`config.mk`:
```
export PLATFORM = sky130hd
export DESIGN_NAME = top_k_peak_tracker_flat
export DESIGN_NICKNAME = d
export VERILOG_FILES = /design/src/rtl/core/tkpt_pkg.sv /design/src/rtl/core/tkpt_if.sv /design/src/rtl/core/tkpt_ram.sv /design/src/rtl/core/tkpt_heap.sv /design/src/rtl/core/tkpt_avg.sv /design/src/rtl/core/top_k_peak_tracker.sv /design/src/flat_wrapper.sv
export SDC_FILE = /design/constraint.sdc
export NUM_CORES = 2
export LEC_CHECK = 0
export BUFFER_PORTS_ARGS = -buffer_cell sky130_fd_sc_hd__buf_2
export CAP_MARGIN = 20
export CORE_MARGIN = 5
export CORE_UTILIZATION = 50
export DETAILED_ROUTE_END_ITERATION = 6
export HOLD_SLACK_MARGIN = 0.1
export PLACE_DENSITY = 0.65
export SYNTH_ARGS = -nofsm -noshare
export SYNTH_HDL_FRONTEND = slang
export SYNTH_HIERARCHICAL = 1
export SYNTH_SLANG_ARGS = --single-unit
export TNS_END_PERCENT = 10
```
`constraint.sdc`:
```
create_clock -name clk -period 12.9 [get_ports clk]
set_input_delay 0.645 -clock clk [delete_from_list [all_inputs] [get_ports clk]]
set_output_delay 0.645 -clock clk [all_outputs]
set_load 0.05 [all_outputs]
```
`src/rtl/core/tkpt_pkg.sv`:
```
// Shared constants, types and state encoding for the top-K peak tracker.
package tkpt_pkg;

  localparam int KEEP_COUNT = 100;
  localparam int SAMPLE_W   = 16;
  localparam int ADDR_W     = $clog2(KEEP_COUNT);
  localparam int CHILD_W    = ADDR_W + 2;
  localparam int SUM_W      = SAMPLE_W + $clog2(KEEP_COUNT);

  // floor(sum / KEEP_COUNT) == (sum * RECIP) >> DIV_SHIFT for every sum below 2**SUM_W
  localparam int DIV_SHIFT = SUM_W + $clog2(KEEP_COUNT);
  localparam int RECIP_W   = SUM_W + 1;
  localparam logic [RECIP_W-1:0] RECIP = RECIP_W'(((64'd1 << DIV_SHIFT)
                                         + 64'(KEEP_COUNT) - 64'd1) / 64'(KEEP_COUNT));
  localparam int PROD_W    = SUM_W + RECIP_W;

  localparam logic KIND_INSERT = 1'b0;
  localparam logic KIND_QUERY  = 1'b1;

  typedef enum logic [1:0] {
    ST_IDLE,
    ST_READ,
    ST_CMP,
    ST_DONE
  } heap_state_t;

  typedef struct packed {
    logic                valid;
    logic                kind;
    logic [SAMPLE_W-1:0] sample;
  } heap_req_t;

  typedef struct packed {
    logic                done;
    logic                accepted;
    logic [SAMPLE_W-1:0] min_kept;
  } heap_rsp_t;

endpackage

```
`src/rtl/core/tkpt_if.sv`:
```
// Request and result channel interfaces of the top-K peak tracker.
interface tkpt_req_if;
  logic                          valid;
  logic                          ready;
  logic                          kind;
  logic [tkpt_pkg::SAMPLE_W-1:0] sample;

  modport source (output valid, output kind, output sample, input ready);
  modport sink   (input valid, input kind, input sample, output ready);
endinterface

interface tkpt_rsp_if;
  logic                          valid;
  logic                          ready;
  logic                          accepted;
  logic [tkpt_pkg::SAMPLE_W-1:0] min_kept;
  logic [tkpt_pkg::SAMPLE_W-1:0] average_kept;

  modport source (output valid, output accepted, output min_kept, output average_kept,
                  input ready);
  modport sink   (input valid, input accepted, input min_kept, input average_kept,
                  output ready);
endinterface

```
`src/rtl/core/tkpt_ram.sv`:
```
// Generic RAM: one write port, two registered read ports.
module tkpt_ram #(
  parameter int WIDTH = 16,
  parameter int DEPTH = 100
) (
  input  logic                     clk,
  input  logic                     we,
  input  logic [$clog2(DEPTH)-1:0] waddr,
  input  logic [WIDTH-1:0]         wdata,
  input  logic [$clog2(DEPTH)-1:0] raddr_a,
  output logic [WIDTH-1:0]         rdata_a,
  input  logic [$clog2(DEPTH)-1:0] raddr_b,
  output logic [WIDTH-1:0]         rdata_b
);

  logic [WIDTH-1:0] mem [DEPTH];

  always_ff @(posedge clk) begin
    if (we) begin
      mem[waddr] <= wdata;
    end
    rdata_a <= mem[raddr_a];
    rdata_b <= mem[raddr_b];
  end

endmodule

```
`src/rtl/core/tkpt_heap.sv`:
```
// Min-heap controller: root compare, running sum and level-by-level sift-down in RAM.
module tkpt_heap (
  input  logic                         clk,
  input  logic                         rst,
  input  tkpt_pkg::heap_req_t          req,
  output logic                         ready,
  input  logic                         take,
  output tkpt_pkg::heap_rsp_t          rsp,
  output logic [tkpt_pkg::SUM_W-1:0]   sum
);

  tkpt_pkg::heap_state_t state, state_next;

  logic [tkpt_pkg::ADDR_W-1:0]   pos;
  logic [tkpt_pkg::SAMPLE_W-1:0] moving;
  logic                          accepted;
  logic [tkpt_pkg::SAMPLE_W-1:0] root;
  logic [tkpt_pkg::KEEP_COUNT-1:0] valid;
  logic                          has_right;
  logic                          ok_l;
  logic                          ok_r;

  logic                          we;
  logic [tkpt_pkg::ADDR_W-1:0]   waddr;
  logic [tkpt_pkg::SAMPLE_W-1:0] wdata;
  logic [tkpt_pkg::ADDR_W-1:0]   raddr_a;
  logic [tkpt_pkg::ADDR_W-1:0]   raddr_b;
  logic [tkpt_pkg::SAMPLE_W-1:0] rdata_a;
  logic [tkpt_pkg::SAMPLE_W-1:0] rdata_b;

  logic [tkpt_pkg::CHILD_W-1:0]  left_idx;
  logic [tkpt_pkg::CHILD_W-1:0]  right_idx;
  logic                          left_exists;
  logic                          right_exists;
  logic [tkpt_pkg::SAMPLE_W-1:0] left_val;
  logic [tkpt_pkg::SAMPLE_W-1:0] right_val;
  logic                          pick_right;
  logic [tkpt_pkg::SAMPLE_W-1:0] kid_val;
  logic [tkpt_pkg::ADDR_W-1:0]   kid_addr;
  logic                          go_down;
  logic                          hit;

  tkpt_ram #(
    .WIDTH (tkpt_pkg::SAMPLE_W),
    .DEPTH (tkpt_pkg::KEEP_COUNT)
  ) u_ram (
    .clk     (clk),
    .we      (we),
    .waddr   (waddr),
    .wdata   (wdata),
    .raddr_a (raddr_a),
    .rdata_a (rdata_a),
    .raddr_b (raddr_b),
    .rdata_b (rdata_b)
  );

  assign left_idx     = {1'b0, pos, 1'b1};
  assign right_idx    = left_idx + tkpt_pkg::CHILD_W'(1);
  assign left_exists  = left_idx < tkpt_pkg::CHILD_W'(tkpt_pkg::KEEP_COUNT);
  assign right_exists = right_idx < tkpt_pkg::CHILD_W'(tkpt_pkg::KEEP_COUNT);

  // entries never written read as zero
  assign left_val   = ok_l ? rdata_a : '0;
  assign right_val  = ok_r ? rdata_b : '0;
  assign pick_right = has_right && (right_val < left_val);
  assign kid_val    = pick_right ? right_val : left_val;
  assign kid_addr   = pick_right ? right_idx[tkpt_pkg::ADDR_W-1:0]
                                 : left_idx[tkpt_pkg::ADDR_W-1:0];
  assign go_down    = kid_val < moving;
  assign hit        = (req.kind == tkpt_pkg::KIND_INSERT) && (req.sample > root);

  always_comb begin
    state_next = state;
    unique case (state)
      tkpt_pkg::ST_IDLE: begin
        if (req.valid) begin
          state_next = hit ? tkpt_pkg::ST_READ : tkpt_pkg::ST_DONE;
        end
      end
      tkpt_pkg::ST_READ: begin
        state_next = left_exists ? tkpt_pkg::ST_CMP : tkpt_pkg::ST_DONE;
      end
      tkpt_pkg::ST_CMP: begin
        state_next = go_down ? tkpt_pkg::ST_READ : tkpt_pkg::ST_DONE;
      end
      tkpt_pkg::ST_DONE: begin
        if (take) begin
          state_next = tkpt_pkg::ST_IDLE;
        end
      end
      default: state_next = tkpt_pkg::ST_IDLE;
    endcase
  end

  always_comb begin
    ready        = 1'b0;
    we           = 1'b0;
    waddr        = pos;
    wdata        = moving;
    raddr_a      = left_idx[tkpt_pkg::ADDR_W-1:0];
    raddr_b      = right_exists ? right_idx[tkpt_pkg::ADDR_W-1:0]
                                : left_idx[tkpt_pkg::ADDR_W-1:0];
    rsp.done     = 1'b0;
    rsp.accepted = accepted;
    rsp.min_kept = root;
    unique case (state)
      tkpt_pkg::ST_IDLE: ready = 1'b1;
      tkpt_pkg::ST_READ: begin
        // leaf reached: drop the moving value here
        we = !left_exists;
      end
      tkpt_pkg::ST_CMP: begin
        we    = 1'b1;
        wdata = go_down ? kid_val : moving;
      end
      tkpt_pkg::ST_DONE: rsp.done = take;
      default: ;
    endcase
  end

  always_ff @(posedge clk) begin
    if (rst) begin
      state <= tkpt_pkg::ST_IDLE;
      valid <= '0;
      root  <= '0;
      sum   <= '0;
    end else begin
      state <= state_next;
      if (we) begin
        valid[waddr] <= 1'b1;
        if (waddr == '0) begin
          root <= wdata;
        end
      end
      if (state == tkpt_pkg::ST_IDLE && req.valid && hit) begin
        sum <= sum - tkpt_pkg::SUM_W'(root) + tkpt_pkg::SUM_W'(req.sample);
      end
    end
  end

  always_ff @(posedge clk) begin
    if (state == tkpt_pkg::ST_IDLE && req.valid) begin
      accepted <= hit;
      moving   <= req.sample;
      pos      <= '0;
    end
    if (state == tkpt_pkg::ST_READ) begin
      has_right <= right_exists;
      ok_l      <= valid[left_idx[tkpt_pkg::ADDR_W-1:0]];
      ok_r      <= right_exists && valid[right_idx[tkpt_pkg::ADDR_W-1:0]];
    end
    if (state == tkpt_pkg::ST_CMP && go_down) begin
      pos <= kid_addr;
    end
  end

endmodule

```
`src/rtl/core/tkpt_avg.sv`:
```
// Average of kept values: sum times a fixed reciprocal of the heap size, registered.
module tkpt_avg (
  input  logic                          clk,
  input  logic [tkpt_pkg::SUM_W-1:0]    sum,
  output logic [tkpt_pkg::SAMPLE_W-1:0] average
);

  logic [tkpt_pkg::PROD_W-1:0] prod;

  always_ff @(posedge clk) begin
    prod <= tkpt_pkg::PROD_W'(sum) * tkpt_pkg::PROD_W'(tkpt_pkg::RECIP);
  end

  assign average = prod[tkpt_pkg::DIV_SHIFT +: tkpt_pkg::SAMPLE_W];

endmodule

```
`src/rtl/core/top_k_peak_tracker.sv`:
```
// Top-K peak tracker: keeps the largest samples in a RAM-based min-heap.
// A query or a sample not above the minimum goes from ST_IDLE to ST_DONE and then into the
// output register. An accepted sample passes ST_READ and ST_CMP for each heap level compared
// and is written in ST_CMP or, at a leaf, in ST_READ before ST_DONE.
// One item at a time; a result may wait.
// Reset: synchronous, clears the heap (per-entry valid bits), the sum and the output.
module top_k_peak_tracker (
  input  logic            clk,
  input  logic            rst,
  tkpt_req_if.sink        req,
  tkpt_rsp_if.source      rsp
);

  tkpt_pkg::heap_req_t           heap_req;
  tkpt_pkg::heap_rsp_t           heap_rsp;
  logic                          heap_ready;
  logic                          take;
  logic [tkpt_pkg::SUM_W-1:0]    sum;
  logic [tkpt_pkg::SAMPLE_W-1:0] average;

  logic                          out_valid;
  logic                          out_accepted;
  logic [tkpt_pkg::SAMPLE_W-1:0] out_min;
  logic [tkpt_pkg::SAMPLE_W-1:0] out_avg;

  assign heap_req.valid  = req.valid;
  assign heap_req.kind   = req.kind;
  assign heap_req.sample = req.sample;
  assign req.ready       = heap_ready;
  assign take            = !out_valid || rsp.ready;

  tkpt_heap u_heap (
    .clk   (clk),
    .rst   (rst),
    .req   (heap_req),
    .ready (heap_ready),
    .take  (take),
    .rsp   (heap_rsp),
    .sum   (sum)
  );

  tkpt_avg u_avg (
    .clk     (clk),
    .sum     (sum),
    .average (average)
  );

  always_ff @(posedge clk) begin
    if (rst) begin
      out_valid <= 1'b0;
    end else if (heap_rsp.done) begin
      out_valid <= 1'b1;
    end else if (rsp.ready) begin
      out_valid <= 1'b0;
    end
  end

  always_ff @(posedge clk) begin
    if (heap_rsp.done) begin
      out_accepted <= heap_rsp.accepted;
      out_min      <= heap_rsp.min_kept;
      out_avg      <= average;
    end
  end

  assign rsp.valid        = out_valid;
  assign rsp.accepted     = out_accepted;
  assign rsp.min_kept     = out_min;
  assign rsp.average_kept = out_avg;

endmodule

```
`src/flat_wrapper.sv`:
```
// flat-port wrapper written by rule: the top's interface ports become plain ports
module top_k_peak_tracker_flat 
  (clk, rst, req_valid, req_kind, req_sample, req_ready, rsp_valid, rsp_accepted, rsp_min_kept, rsp_average_kept, rsp_ready);
  tkpt_req_if req_i ();
  tkpt_rsp_if rsp_i ();
  input  logic clk;
  input  logic rst;
  input wire logic [$bits(req_i.valid)-1:0] req_valid;
  input wire logic [$bits(req_i.kind)-1:0] req_kind;
  input wire logic [$bits(req_i.sample)-1:0] req_sample;
  output wire logic [$bits(req_i.ready)-1:0] req_ready;
  output wire logic [$bits(rsp_i.valid)-1:0] rsp_valid;
  output wire logic [$bits(rsp_i.accepted)-1:0] rsp_accepted;
  output wire logic [$bits(rsp_i.min_kept)-1:0] rsp_min_kept;
  output wire logic [$bits(rsp_i.average_kept)-1:0] rsp_average_kept;
  input wire logic [$bits(rsp_i.ready)-1:0] rsp_ready;
  assign req_i.valid = req_valid;
  assign req_i.kind = req_kind;
  assign req_i.sample = req_sample;
  assign req_ready = req_i.ready;
  assign rsp_valid = rsp_i.valid;
  assign rsp_accepted = rsp_i.accepted;
  assign rsp_min_kept = rsp_i.min_kept;
  assign rsp_average_kept = rsp_i.average_kept;
  assign rsp_i.ready = rsp_ready;
  top_k_peak_tracker u_core (.clk(clk), .rst(rst), .req(req_i), .rsp(rsp_i));
endmodule
```
### After elaboration in Yosys (flattened, before gate mapping)

Memory sizes are Yosys's and may differ from the RTL's. A register that Yosys moved wholly into a read port is not among the register bits.
Cells that the tools add are included.

* memories kept: 1
* flip-flop bits (word level): 248
* memory bits (writable): 1600
* bits of input ports: 21
* word-level logic and storage cells: 80
* latch bits: 0
* output and inout port bits: 35
* memory bits (read-only): 0

* add/subtract/negate cells: 3
* multipliers: 1
* reduce and logical (&&, ||, !) cells: 16
* bitwise gates (word level): 2
* magnitude comparators: 9
* divide/modulo/power cells: 0
* eq/ne operators: 5
* muxes and demuxes: 28
* shift operators: 0

Memories
* u_core.u_heap.u_ram.mem: words 100, width 16, read ports 2, clocked after memory_dff 2, write ports 1, line tkpt_ram.sv:16 `logic [WIDTH-1:0] mem [DEPTH];`

Operators with widths (number)
* OR 100 bit: 1
* 2-to-1 mux 16 bit: 5
* multiplier 23 x 24 -> 46 bit, second input constant: 1
* less-than comparator 16 bit: 2
* 2-to-1 mux 7 bit: 4
* less-than comparator 7 x 8 -> 1 bit, second input constant: 3
* adder 23 x 16 -> 23 bit: 1
* subtractor 23 x 16 -> 23 bit: 1
* greater-than comparator 16 bit: 1
* 2-to-1 mux 1 bit: 10
* adder 8 x 1 -> 9 bit, second input constant: 1
* less-than comparator 9 x 7 -> 1 bit, second input constant: 1
* less-than comparator 8 x 7 -> 1 bit, second input constant: 1
* 2-to-1 mux 2 bit: 4
* one-hot mux 2 bit (4 select lines): 1
* binary-select mux 1 bit (select 7 bit): 1
* demux 1 bit (select 7 bit): 1
* >= comparator 7 x 1 -> 1 bit, second input constant: 1
* logical AND 1 bit: 7
* zero test 7 bit: 1
* binary-select mux 1 bit (select 6 bit): 1
* equality test 2 bit, second input constant: 2
* inequality test 2 bit, second input constant: 2
* AND reduction 2 bit: 2
* other kinds (7): 9

### Logic depth before layout (Yosys ltp)

* depth after elaboration: 7
* mapped depth: 24
* mapped depth without buffers: 24

### Cells and area by module

The synthesis kept the hierarchy.

By module, submodules not included
* tkpt_ram: seq. area each 48686.7 um^2, instances 1, cells each 3562, area each 74916.9 um^2
* tkpt_heap: seq. area each 3633.5 um^2, instances 1, cells each 1238, area each 10538.9 um^2
* tkpt_avg: seq. area each 320.3 um^2, instances 1, cells each 911, area each 9387.8 um^2
* top_k_peak_tracker: seq. area each 1011.0 um^2, instances 1, cells each 37, area each 1037.2 um^2

### Worst setup path after synthesis

No wires, ideal clock.

* kind: register to register
* start: reg u_core.u_heap.ok_l
* end: mem u_core.u_heap.u_ram.mem[0][0], data pin
* buffers on the path: 4
* arrival time: 6.886 ns
* clock period less this slack: 7.651 ns
* required time: 12.135 ns
* cell stages (with the launch flop): 20
* setup slack: 5.249 ns
* library setup time: 0.765 ns
* cells stage by stage: edfxtp_1 -> buf_2 -> clkbuf_1 -> nand2_1 -> ha_1 -> a211oi_2 -> o21ai_1 -> o311a_1 -> nor2_1 -> clkbuf_1 -> o21ai_1 -> ha_1 -> a21o_1 -> a311oi_1 -> a21oi_1 -> o21ai_1 -> nand3b_1 -> nor3b_4 -> buf_2 -> mux2i_1

* longest elaborated chain between the ends: 7

RTL lines
* start: declaration: line tkpt_heap.sv:20 `logic ok_l;`
* start signal: assignment: line tkpt_heap.sv:149 `ok_l <= valid[left_idx[tkpt_pkg::ADDR_W-1:0]];`
* 2-to-1 mux 16 bit (*): line tkpt_heap.sv:63 `assign left_val = ok_l ? rdata_a : '0;`
* less-than comparator 16 bit: line tkpt_heap.sv:65 `assign pick_right = has_right && (right_val < left_val);`
* logical AND 1 bit: line tkpt_heap.sv:65
* 2-to-1 mux 16 bit (*): line tkpt_heap.sv:66 `assign kid_val = pick_right ? right_val : left_val;`
* less-than comparator 16 bit: line tkpt_heap.sv:69 `assign go_down = kid_val < moving;`
* 2-to-1 mux 16 bit (*): line tkpt_heap.sv:114 `wdata = go_down ? kid_val : moving;`
* 2-to-1 mux 16 bit (*): line tkpt_heap.sv:106 `unique case (state)`
* named net u_core.u_heap.wdata, one bit: line tkpt_heap.sv:25 `logic [tkpt_pkg::SAMPLE_W-1:0] wdata;`
* end: declaration: line tkpt_ram.sv:16

Mark *: on every way through the listed nets, which the timed path passes. The rest lies on a longest branch.

### Worst setup path in the final report

* start: reg u_core/u_heap/pos[0] (netlist bit)
* end: reg u_core.u_heap.u_ram.rdata_b[2], read port of u_core.u_heap.u_ram.mem

* longest elaborated chain between the ends: 3

RTL lines
* start: declaration: line tkpt_heap.sv:14 `logic [tkpt_pkg::ADDR_W-1:0] pos;`
* start signal: assignment: line tkpt_heap.sv:153 `pos <= kid_addr;`
* adder 8 x 1 -> 9 bit: line tkpt_heap.sv:58 `assign right_idx = left_idx + tkpt_pkg::CHILD_W'(1);`
* less-than comparator 9 x 7 -> 1 bit: line tkpt_heap.sv:60 `assign right_exists = right_idx < tkpt_pkg::CHILD_W'(tkpt_pkg::KEEP_COUNT);`
* 2-to-1 mux 7 bit: line tkpt_heap.sv:101 `raddr_b = right_exists ? right_idx[tkpt_pkg::ADDR_W-1:0]`
* named net u_core.u_heap.raddr_b, one bit: line tkpt_heap.sv:27 `logic [tkpt_pkg::ADDR_W-1:0] raddr_b;`
* end: declaration: line tkpt_ram.sv:13 `output logic [WIDTH-1:0] rdata_b`

The timed path passes the listed nets, and every way through them passes these cells.
A chain may end at the register's enable or synchronous reset.

==> results.cfg <==
[clocking]
cts_resized = 0
cts.sinks = 1850
cts.clk_slew.worst_paths_ns = 0.06
root_buffer = clkbuf_16
cts_setup_buffers = 0
clockBufferDepth = 3
cts_buffers = 193
htree_levels = 4
clock_latency_ns = 0.86
cts_tree = yes

[pwr]
pwr-share-clk_pct = 20.6
seq_power_share_pct = 28.4
switching_share_pct = 41.56
p_int_mw = 16.01
combPwrFrac_pct = 51.0
power.density_mw_per_mm2 = 257.8
p_leak_nw = 37.03
vdd_drop_max_mv = 0.3649
p_switching_mw = 11.39

[place]
place_congestion = 0.9330
place_hpwl_um = 183400
placed_area_mm2 = 0.09944
port_buffers = 55

[sta]
skew_ns = 0.05927
post-route-period-util_pct = 59.38
maxSlewViolCount = 218
worstMarginPinSlew_ns = 1.971
max_freq_mhz = 130.5
finalHoldViolCount = 0
tns_ns = 0
maxSlewHeadroom_pct = -31.38
rsz0062_at_grt = no
setup_viol = 0
period_needed_ns = 7.660

[finish]
final_common_cell = edfxtp_1
area_growth_pct = 10.85
final_cell_mix = edfxtp_1, mux4_2, inv_1, ha_1, nand2_1
final_cell_area_mm2 = 0.1063
fill_cells = 14526
fin_nets = 6409
drive_gt1_share_pct = 26.37

[worst_setup_path]
crit_type = flop to flop
crit_slowest_cell = ha_1
cpPeakStageDelay_ns = 1.06
timing.reg2reg.setup_slack_ns = 5.24
timing.critical_path.fanout_max = 51
r2r.worst_path.cells = 16
r2r_start = u_core/u_heap/pos[0]$_SDFFCE_PN0P_
reg2reg_to = u_core/u_heap/u_ram/rdata_b[2]$_DFF_P_
path_common_cell = buf_4
crit_path_end_kind = flop
arrival_ns = 8.46
start_kind = flop
cp_cell_sequence = buf_4 > clkinv_1 > ha_1 > nor3b_1 > o31ai_4 > buf_4 > inv_2 > o21ai_4 > buf_4 > buf_4 > inv_2 > buf_4 > mux2i_1 > a32o_1 > a211oi_1 > o32a_1
worstPathRequired_ns = 13.70

[outcome]
violations = design-rule violations, max-slew violations
status = finished, violations left

[synthesis]
ys.flop_type = edfxtp_1
syn_nets = 6294
synth_cells = 5748
synth.avg_cell_area_um2 = 16.68
ys_warn_count = 6
ys_types = 101
async_flop_share_pct = 0
syn_area_mm2 = 0.09588
synth_edf_count = 1660
ys_seq_area_share_pct = 55.96
synth_seq_cells = 1850

[global_routing]
antenna_found_initial = 10
grt_pass1_wl_um = 408100
grt_use_total_pct = 28.36
grt_pass1_vias = 56819
grt_max_degree = 364
overflow = 0

[min_path]
hold_depth = 3
hold_class = input pin to flop
min_to = u_core/rsp.valid$_SDFFE_PP0P_
hold_start = rsp_ready

[job]
max_cap_violations = 0

[die]
die_area_mm2 = 0.2006
core_area_mm2 = 0.1904
start_util_pct = 50.36
die_x_um = 447.9
rows = 160
io_pins = 56
die_h_um = 447.9

[drt]
num_vias = 57586
wl_um = 284900
antenna_left = 0
wl_per_cell_um = 33.31
drt_pass1_iterations = 7
vias_per_cell = 6.733
drt_iter0_drc = 7965
drc = 1
## timing repair
| item | in CTS | in global routing |
|---|---|---|
| endpoints found under the setup margin | 0 | 0 |
| endpoints found under the hold margin | 16 | 0 |
| hold buffers | 16 | 0 |
## worst max path at each step
stage | from | endpoint | cells past startpoint
floorplan | u_core/u_heap/ok_l$_DFFE_PP_ | u_core/u_heap/u_ram/mem[0][0]$_DFFE_PP_ | 19
finish | u_core/u_heap/pos[0]$_SDFFCE_PN0P_ | u_core/u_heap/u_ram/rdata_b[2]$_DFF_P_ | 16
global route | u_core/u_heap/pos[0]$_SDFFCE_PN0P_ | u_core/u_heap/u_ram/rdata_b[0]$_DFF_P_ | 16
CTS | u_core/u_heap/pos[0]$_SDFFCE_PN0P_ | u_core/u_heap/u_ram/rdata_b[10]$_DFF_P_ | 16
global placement | u_core/u_heap/pos[0]$_SDFFCE_PN0P_ | u_core/u_heap/u_ram/rdata_b[10]$_DFF_P_ | 16
detailed placement | u_core/u_heap/pos[0]$_SDFFCE_PN0P_ | u_core/u_heap/u_ram/rdata_b[10]$_DFF_P_ | 16
## sequential cells by signal, indices dropped and copies added (netlist names)
| signal | flops |
|---|---|
| u_core/u_heap/has_right | 1 |
| u_core/u_heap/root | 16 |
| u_core/u_heap/pos | 7 |
| u_core/u_heap/u_ram/mem | 1600 |
| u_core/u_heap/valid | 100 |
| u_core/rsp.min_kept | 16 |
| u_core/u_heap/ok_l | 1 |
| u_core/u_heap/moving | 16 |
| u_core/u_heap/ok_r | 1 |
| u_core/u_heap/u_ram/rdata_b | 16 |
| u_core/u_avg/prod | 16 |
| u_core/rsp.accepted | 1 |
| u_core/rsp.average_kept | 16 |
| u_core/u_heap/sum | 23 |
| u_core/rsp.valid | 1 |
| u_core/u_heap/state | 2 |
| u_core/u_heap/u_ram/rdata_a | 16 |
| u_core/u_heap/accepted | 1 |
## layer usage
metal / GRT usage [%] / vias up / part of all wire [%]
li1: - / 23248 / -
met1: 40.71 / 30248 / 38
met2: 42.28 / 3586 / 45
met3: 7.979 / 500 / 13
met4: 9.302 / 4 / 3.7
met5: 0.5532 / - / 0.0098
## power groups by stage
| stage | clock [mW] | sequential (mW) | combinational [mW] |
|---|---|---|---|
| finish | 5.64 | 7.79 | 14.0 |
| global route | 5.99 | 7.80 | 14.6 |
| CTS | 5.73 | 7.79 | 13.7 |
| detailed placement | 0 | 7.92 | 13.6 |
| global placement | 0 | 7.91 | 13.5 |
| floorplan | 0 | 7.87 | 8.85 |
## worst max-delay path: cells and delay by family, from the launching register on
family,cells,cell delay (ns)
and+or+nand+nor,1,0.21
AOI/OAI and AO/OA,5,1.93
muxes,1,0.26
DFF,1,0.32
buffers and inverters,8,3.66
adders and majority gates,1,1.06
## per-stage QoR
stage                     std cells  hold slack [ns]  utilization (%)  setup slack [ns]  power [mW]
after global placement         8147           0.3882            52.18             5.130       21.41
after floorplan                5748           0.3855                -             5.249       16.72
after global routing           8549           0.1445            55.82             4.795       28.37
after detailed placement       8153           0.3887            52.23             5.082       21.53
after CTS                      8535           0.1361            55.71             5.077       27.18
final                          8553           0.1675            55.83             5.240       27.40
## layout make-up
| type | instances | area (um2) | area share (%) |
|---|---|---|---|
| well taps | 2511 | 3142 | 2.956 |
| multi-input cells | 3131 | 39260 | 36.94 |
| repair buffers | 263 | 2157 | 2.029 |
| diodes | 8 | 20.02 | 0.01884 |
| clock inverters | 122 | 1311 | 1.234 |
| flip-flops and latches | 1850 | 53650 | 50.48 |
| clock buffers | 244 | 5152 | 4.848 |
| inverters | 424 | 1592 | 1.497 |
## cells by family (layout without fill, tap and decap cells)
logic type | after synthesis | in the layout | synth area share, %
other cells | 1 | 9 | 0.003911
flops | 1850 | 1850 | 55.96
simple gates | 787 | 787 | 3.889
fa+ha+maj | 525 | 525 | 8.495
compound gates | 704 | 704 | 4.955
mux | 1069 | 1069 | 22.75
xor+xnor | 45 | 45 | 0.4111
buf+inv | 767 | 1053 | 3.535
## Yosys cell counts (10+ instances only)
master / instances / share of area (%)
edfxtp_1: 1660 / 52
mux4_2: 877 / 21
inv_1: 421 / 1.6
ha_1: 315 / 4.1
nor2_1: 268 / 1.0
nand2_1: 218 / 0.85
fa_1: 210 / 4.4
a21oi_1: 194 / 1.0
dfxtp_1: 190 / 4.0
clkbuf_1: 161 / 0.63
mux2i_1: 155 / 1.6
buf_2: 77 / 0.40
nand3_1: 77 / 0.40
a22oi_1: 69 / 0.54
o21ai_0: 62 / 0.32
buf_4: 49 / 0.38
a211oi_1: 46 / 0.36
o22ai_1: 46 / 0.30
and2_1: 39 / 0.25
a31oi_1: 36 / 0.23
nor2b_1: 36 / 0.23
nor3_1: 35 / 0.18
o211ai_1: 35 / 0.27
a21o_1: 29 / 0.23
buf_1: 25 / 0.098
xnor2_1: 25 / 0.23
a221oi_1: 24 / 0.22
buf_6: 23 / 0.27
a21boi_0: 21 / 0.16
o21ai_1: 21 / 0.11
xor2_1: 20 / 0.18
nand2b_1: 19 / 0.12
mux2_2: 17 / 0.20
o21a_1: 15 / 0.12
or4b_1: 15 / 0.16
and3_1: 14 / 0.091
nand4_1: 13 / 0.085
a22o_1: 11 / 0.10
mux2_4: 11 / 0.17
or3_1: 10 / 0.065
Power figures use the tool's default switching activity.
